$ cat src/rtl/akt_pkg.sv
// Shared types and codes for the allowlist key table.
// Used by akt_cell, allowlist_key_table_core and akt_checker.
`default_nettype none
package akt_pkg;

  localparam int KEY_W = 22;
  localparam int CNT_W = 7;
  localparam int ACT_W = 2;
  localparam int ST_W  = 2;

  localparam logic [CNT_W-1:0] CAPACITY_RESET = 7'd64;

  typedef enum logic [ACT_W-1:0] {
    ACT_CHECK   = 2'd0,
    ACT_INSERT  = 2'd1,
    ACT_REPLACE = 2'd2
  } action_t;

  typedef enum logic [ST_W-1:0] {
    ST_OK     = 2'd0,
    ST_ABSENT = 2'd1,
    ST_DUP    = 2'd2,
    ST_FULL   = 2'd3
  } status_t;

  typedef struct packed {
    logic [ACT_W-1:0] action;
    logic [KEY_W-1:0] key;
    logic [KEY_W-1:0] replacement_key;
  } in_item_t;

  typedef struct packed {
    logic [ST_W-1:0]  status;
    logic [CNT_W-1:0] entry_count;
  } out_item_t;

  // Request walking down the row of cells.
  typedef struct packed {
    logic             valid;
    logic             found;
    logic [ACT_W-1:0] action;
    logic [KEY_W-1:0] key;
    logic [KEY_W-1:0] replacement_key;
  } cell_token_t;

  // Table-wide control broadcast to every cell.
  typedef struct packed {
    logic [CNT_W-1:0] count;
    logic             insert_ok;
  } cell_ctl_t;

endpackage
`default_nettype wire

$ cat src/rtl/akt_cell.sv
// One entry of the allowlist key table: stored key, compare and update.
// Depends on akt_pkg for the token and control types.
`default_nettype none
module akt_cell #(
  parameter int IDX = 0
) (
  input  wire                 clk,
  input  wire                 rst,
  input  akt_pkg::cell_ctl_t  ctl,
  input  akt_pkg::cell_token_t tok_in,
  output akt_pkg::cell_token_t tok_out
);

  localparam bit IDX_FITS = (IDX < (2 ** akt_pkg::CNT_W));
  localparam logic [akt_pkg::CNT_W-1:0] IDX_C = akt_pkg::CNT_W'(IDX);

  logic [akt_pkg::KEY_W-1:0] stored;
  logic in_use;
  logic is_tail;
  logic hit;
  logic do_replace;
  logic do_insert;

  always_comb begin
    in_use     = IDX_FITS && (ctl.count > IDX_C);
    is_tail    = IDX_FITS && (ctl.count == IDX_C);
    hit        = in_use && (stored == tok_in.key);
    do_replace = tok_in.valid && hit && !tok_in.found &&
                 (tok_in.action == akt_pkg::ACT_REPLACE);
    do_insert  = tok_in.valid && is_tail && !tok_in.found && ctl.insert_ok &&
                 (tok_in.action == akt_pkg::ACT_INSERT);
  end

  // Key store entry: written only on an insert at the tail or a first-match replace.
  always_ff @(posedge clk) begin
    if (do_replace) begin
      stored <= tok_in.replacement_key;
    end else if (do_insert) begin
      stored <= tok_in.key;
    end
  end

  // Advance the request one cell per cycle; carry the match flag along.
  always_ff @(posedge clk) begin
    if (rst) begin
      tok_out.valid <= 1'b0;
    end else begin
      tok_out.valid <= tok_in.valid;
    end
    tok_out.found           <= tok_in.found | hit;
    tok_out.action          <= tok_in.action;
    tok_out.key             <= tok_in.key;
    tok_out.replacement_key <= tok_in.replacement_key;
  end

endmodule
`default_nettype wire

$ cat config.mk
export PLATFORM = sky130hd
export DESIGN_NAME = akt_cell
export DESIGN_NICKNAME = d
export VERILOG_FILES = /design/src/rtl/akt_pkg.sv /design/src/rtl/akt_cell.sv
export SDC_FILE = /design/constraint.sdc
export NUM_CORES = 1
export LEC_CHECK = 0
export BUFFER_PORTS_ARGS = -buffer_cell sky130_fd_sc_hd__buf_4
export CAP_MARGIN = 20
export CELL_PAD_IN_SITES_DETAIL_PLACEMENT = 1
export CELL_PAD_IN_SITES_GLOBAL_PLACEMENT = 1
export CORE_MARGIN = 5
export CORE_UTILIZATION = 39
export CTS_CLUSTER_SIZE = 40
export DETAILED_ROUTE_END_ITERATION = 6
export HOLD_SLACK_MARGIN = 0.15
export PLACE_DENSITY_LB_ADDON = 0.1
export SLEW_MARGIN = 5
export SYNTH_ARGS = -nofsm -noshare
export SYNTH_HDL_FRONTEND = slang
export SYNTH_SLANG_ARGS = --single-unit
export TNS_END_PERCENT = 30
$ cat constraint.sdc
create_clock -name clk -period 8 [get_ports clk]
set_clock_uncertainty 0.1 [all_clocks]
set_input_delay 2.4 -clock clk [delete_from_list [all_inputs] [get_ports clk]]
set_output_delay 2.4 -clock clk [all_outputs]
set_load 0.01 [all_outputs]
==> run summary <==
Status - complete, no violations
Initial antenna violation count - 0
Pre-CTS setup slack - 3.16 ns
Synth Warn # - 0
Most frequent cells after synthesis - dfxtp_1, edfxtp_1, xor2_1, mux2_4, nor4_2
RR Endpoint - stored[0]
Mux cell area share after synthesis - 13.7%
Final hold vios - 0
Crit path largest cell delay - 0.78 ns
Worst hold start - stored[8]
Most common flop cell mapped by yosys - dfxtp_1
Synth unique cells - 21
First-pass iteration count of the detailed router - 3
Core area - 0.00589 sq mm
PnR worst setup slack - 3.54 ns
Number of global-route vias before repair - 1670
Sequential power share - 48.6%
Vias per cell - 4.49
Filler cells - 590
Full die area - 0.00770 sq mm
Worst-path maximum fanout - 22
Skew-Pair Late Insertion Delay - 0.33 ns
Clock sinks - 70
CP arrival - 4.44 ns
Worst-path clk slew - 0.08 ns
Syn Inst Count - 136
Critical setup path kind - input pin to flip-flop
Drc violations - 0
CP startpoint kind - input pin
DIE WIDTH - 87.7 microns
Crit end category - flip-flop
Flops & latches, synth - 70
# H-tree levels - 3
Number of diodes - 0
First-pass GRT wire length - 8310 microns
CTS Root Cell - clkbuf_8
Final setup fails - 0
Clock power share - 42.4%
Slew Limit Fails - 0
Sw Pwr - 0.161 mW
CTS buffer count - 9
CP max-delay cell - nor2_4
Leak Pwr - 1.50 nW
Most frequent cell after synthesis - dfxtp_1
R2R setup slack - 5.35 ns
NumNets Final - 309
Tcrit/Tclk final - 55.7%
Destination of the worst hold path - tok_out[46]
Post-CTS resize count - 0
VDD IR max - 0.112 mV
Synth Cell Area - 0.00236 sq mm
Worst path bufs/invs - 1
Io pins - 106
CP Launch Point - tok_in[25]
Routed len/inst - 16.5 microns
Final ANT Viol Nets - 0
GP Congestion - 0.653
Power Internal - 0.626 mW
Starting Density - 40.1%
Hold buffer count at CTS - 0
Number of placement rows - 28
RSZ-0062 raised after global routing - no
WP data required - 7.98 ns
Layout cells sized above 1 - 59.4%
Synth Area in Adders - 0%
Sequential area share after synthesis - 68.8%
PD cells - 228 mW/mm^2
Input/output buffers - 105
Setup TNS - 0 ns
Synth Area in Compound Gates - 0.902%
Routed via count - 1487
Mapped Nets - 194
Worst slew pin tran - 0.932 ns
Worst-path cell chain - buf_4 -> xor2_1 -> nor4_2 -> nand4_2 -> nor2_4 -> mux2_2
Share of the synthesized area in the top cell type - 40.8%
Hold Slack - 0.651 ns
Gate power share - 9.1%
TritonCTS clock tree - built
Worst hold stages - 4
Initial DRC Count - 22
Synth area leader - dfxtp_1
Maximum capacitance violations - 0
Maximum operating frequency - 224 MHz
FF-to-FF path depth - 5
Area Growth Syn to Fin - 46.6%
CTS Buffer Depth - 2
Relative slew slack - 37.7%
Post-Synth XOR/XNOR Area - 8.17%
Worst Hold Class - flip-flop to flip-flop
Crit path time final - 4.46 ns
Fraction of registers with async set/reset - 0%
Maximum number of pins on one net before global-route repair - 23
Syn avg cell area - 17.3 sq um
Main combinational cell family by area after synthesis - multiplexers
Post-synth EDFFs - 22
GR Overflow Total - 0
Die H - 87.7 microns
Routed WL - 5460 microns
Simple-gate share of the synthesized area - 6.74%
Launch point of the worst reg-to-reg path - stored[10]
Setup bufs post-CTS - 0
Switching fraction of total power - 20.4%
Area contributors post-synth - dfxtp_1, edfxtp_1, mux2_4
CP delay by family, top - simple AND/OR/NAND/NOR gates
GRT Total Usage - 14.4%
==> stage by stage <==
stage          utilization (%)  power, mW  cells  area [sq um]
2_1_floorplan                -      0.412    136          2360
3_3_place_gp              54.6      0.460    315          3210
4_1_cts                   58.7      0.795    331          3460
5_1_grt                   58.7      0.816    331          3460
6_report                  58.7      0.786    331          3460
3_5_place_dp              54.6      0.462    315          3210
==> cell usage in the layout (no fill, tap or decap), drive strengths merged <==
cell | netlist | layout
and3b | 1 | 1
nand4 | 1 | 1
clkinvlp | 0 | 1
nor2 | 1 | 1
nand3 | 2 | 2
edfxtp | 22 | 22
o22ai | 1 | 1
clkinv | 0 | 1
nor3 | 1 | 1
xor2 | 22 | 22
nand2 | 2 | 2
nand4b | 1 | 1
a211oi | 1 | 1
o21bai | 1 | 1
nor2b | 2 | 2
mux2 | 22 | 22
dfxtp | 48 | 48
buf | 2 | 106
clkbuf | 0 | 12
bufinv | 0 | 2
nor4 | 6 | 6
==> worst register-to-register path, stage by stage (launching register included) <==
cell	delay [ns]
edfxtp_1	0.40
xor2_1	0.17
nor4_2	0.33
nand4_2	0.21
nor2_4	0.78
mux2_2	0.42
==> flip-flops by register name (all words and copies together) (netlist names) <==
name,count
tok_out,48
stored,22
==> power by group through the flow <==
stage / combinational, mW / clock [mW] / sequential [mW]
CTS: 0.0729 / 0.340 / 0.382
global route: 0.0769 / 0.356 / 0.383
floorplan: 0.0151 / 0 / 0.397
global placement: 0.0706 / 0 / 0.390
finish: 0.0712 / 0.333 / 0.382
detailed placement: 0.0723 / 0 / 0.390
==> cells by family (layout without fill, tap and decap cells) <==
logic type	Yosys count	after routing
flops	70	70
xor+xnor	22	22
mux	22	22
simple gates	17	17
compound gates	3	3
buf+inv	2	122
==> routing by layer <==
| metal | routed length, microns | global-route usage (%) | vias to the layer above |
|---|---|---|---|
| met5 | 0 | 0 | - |
| met4 | 77 | 6.69 | 0 |
| met3 | 360 | 3.95 | 9 |
| met2 | 2810 | 24.7 | 57 |
| met1 | 2220 | 16.8 | 709 |
| li1 | - | - | 712 |
==> area by class of cell <==
class                   count  area [sq um]  share of cell area [%]
multi-input cells          64           702                    20.3
well taps                  75          93.8                    2.72
repair buffers            106           796                    23.0
clock buffers              12           166                    4.82
clock inverters             4          76.3                    2.21
flip-flops and latches     70          1620                    46.9
==> worst max path at each step <==
| stage | to | slack [ns] | cells after the start |
|---|---|---|---|
| after floorplan | stored[0] | 3.32 | 4 |
| after global placement | stored[21] | 3.19 | 6 |
| after detailed placement | stored[21] | 3.16 | 6 |
| after CTS | stored[21] | 3.51 | 6 |
| after global routing | stored[0] | 3.44 | 6 |
| final | stored[0] | 3.54 | 6 |
Power figures use the tool's default switching activity.
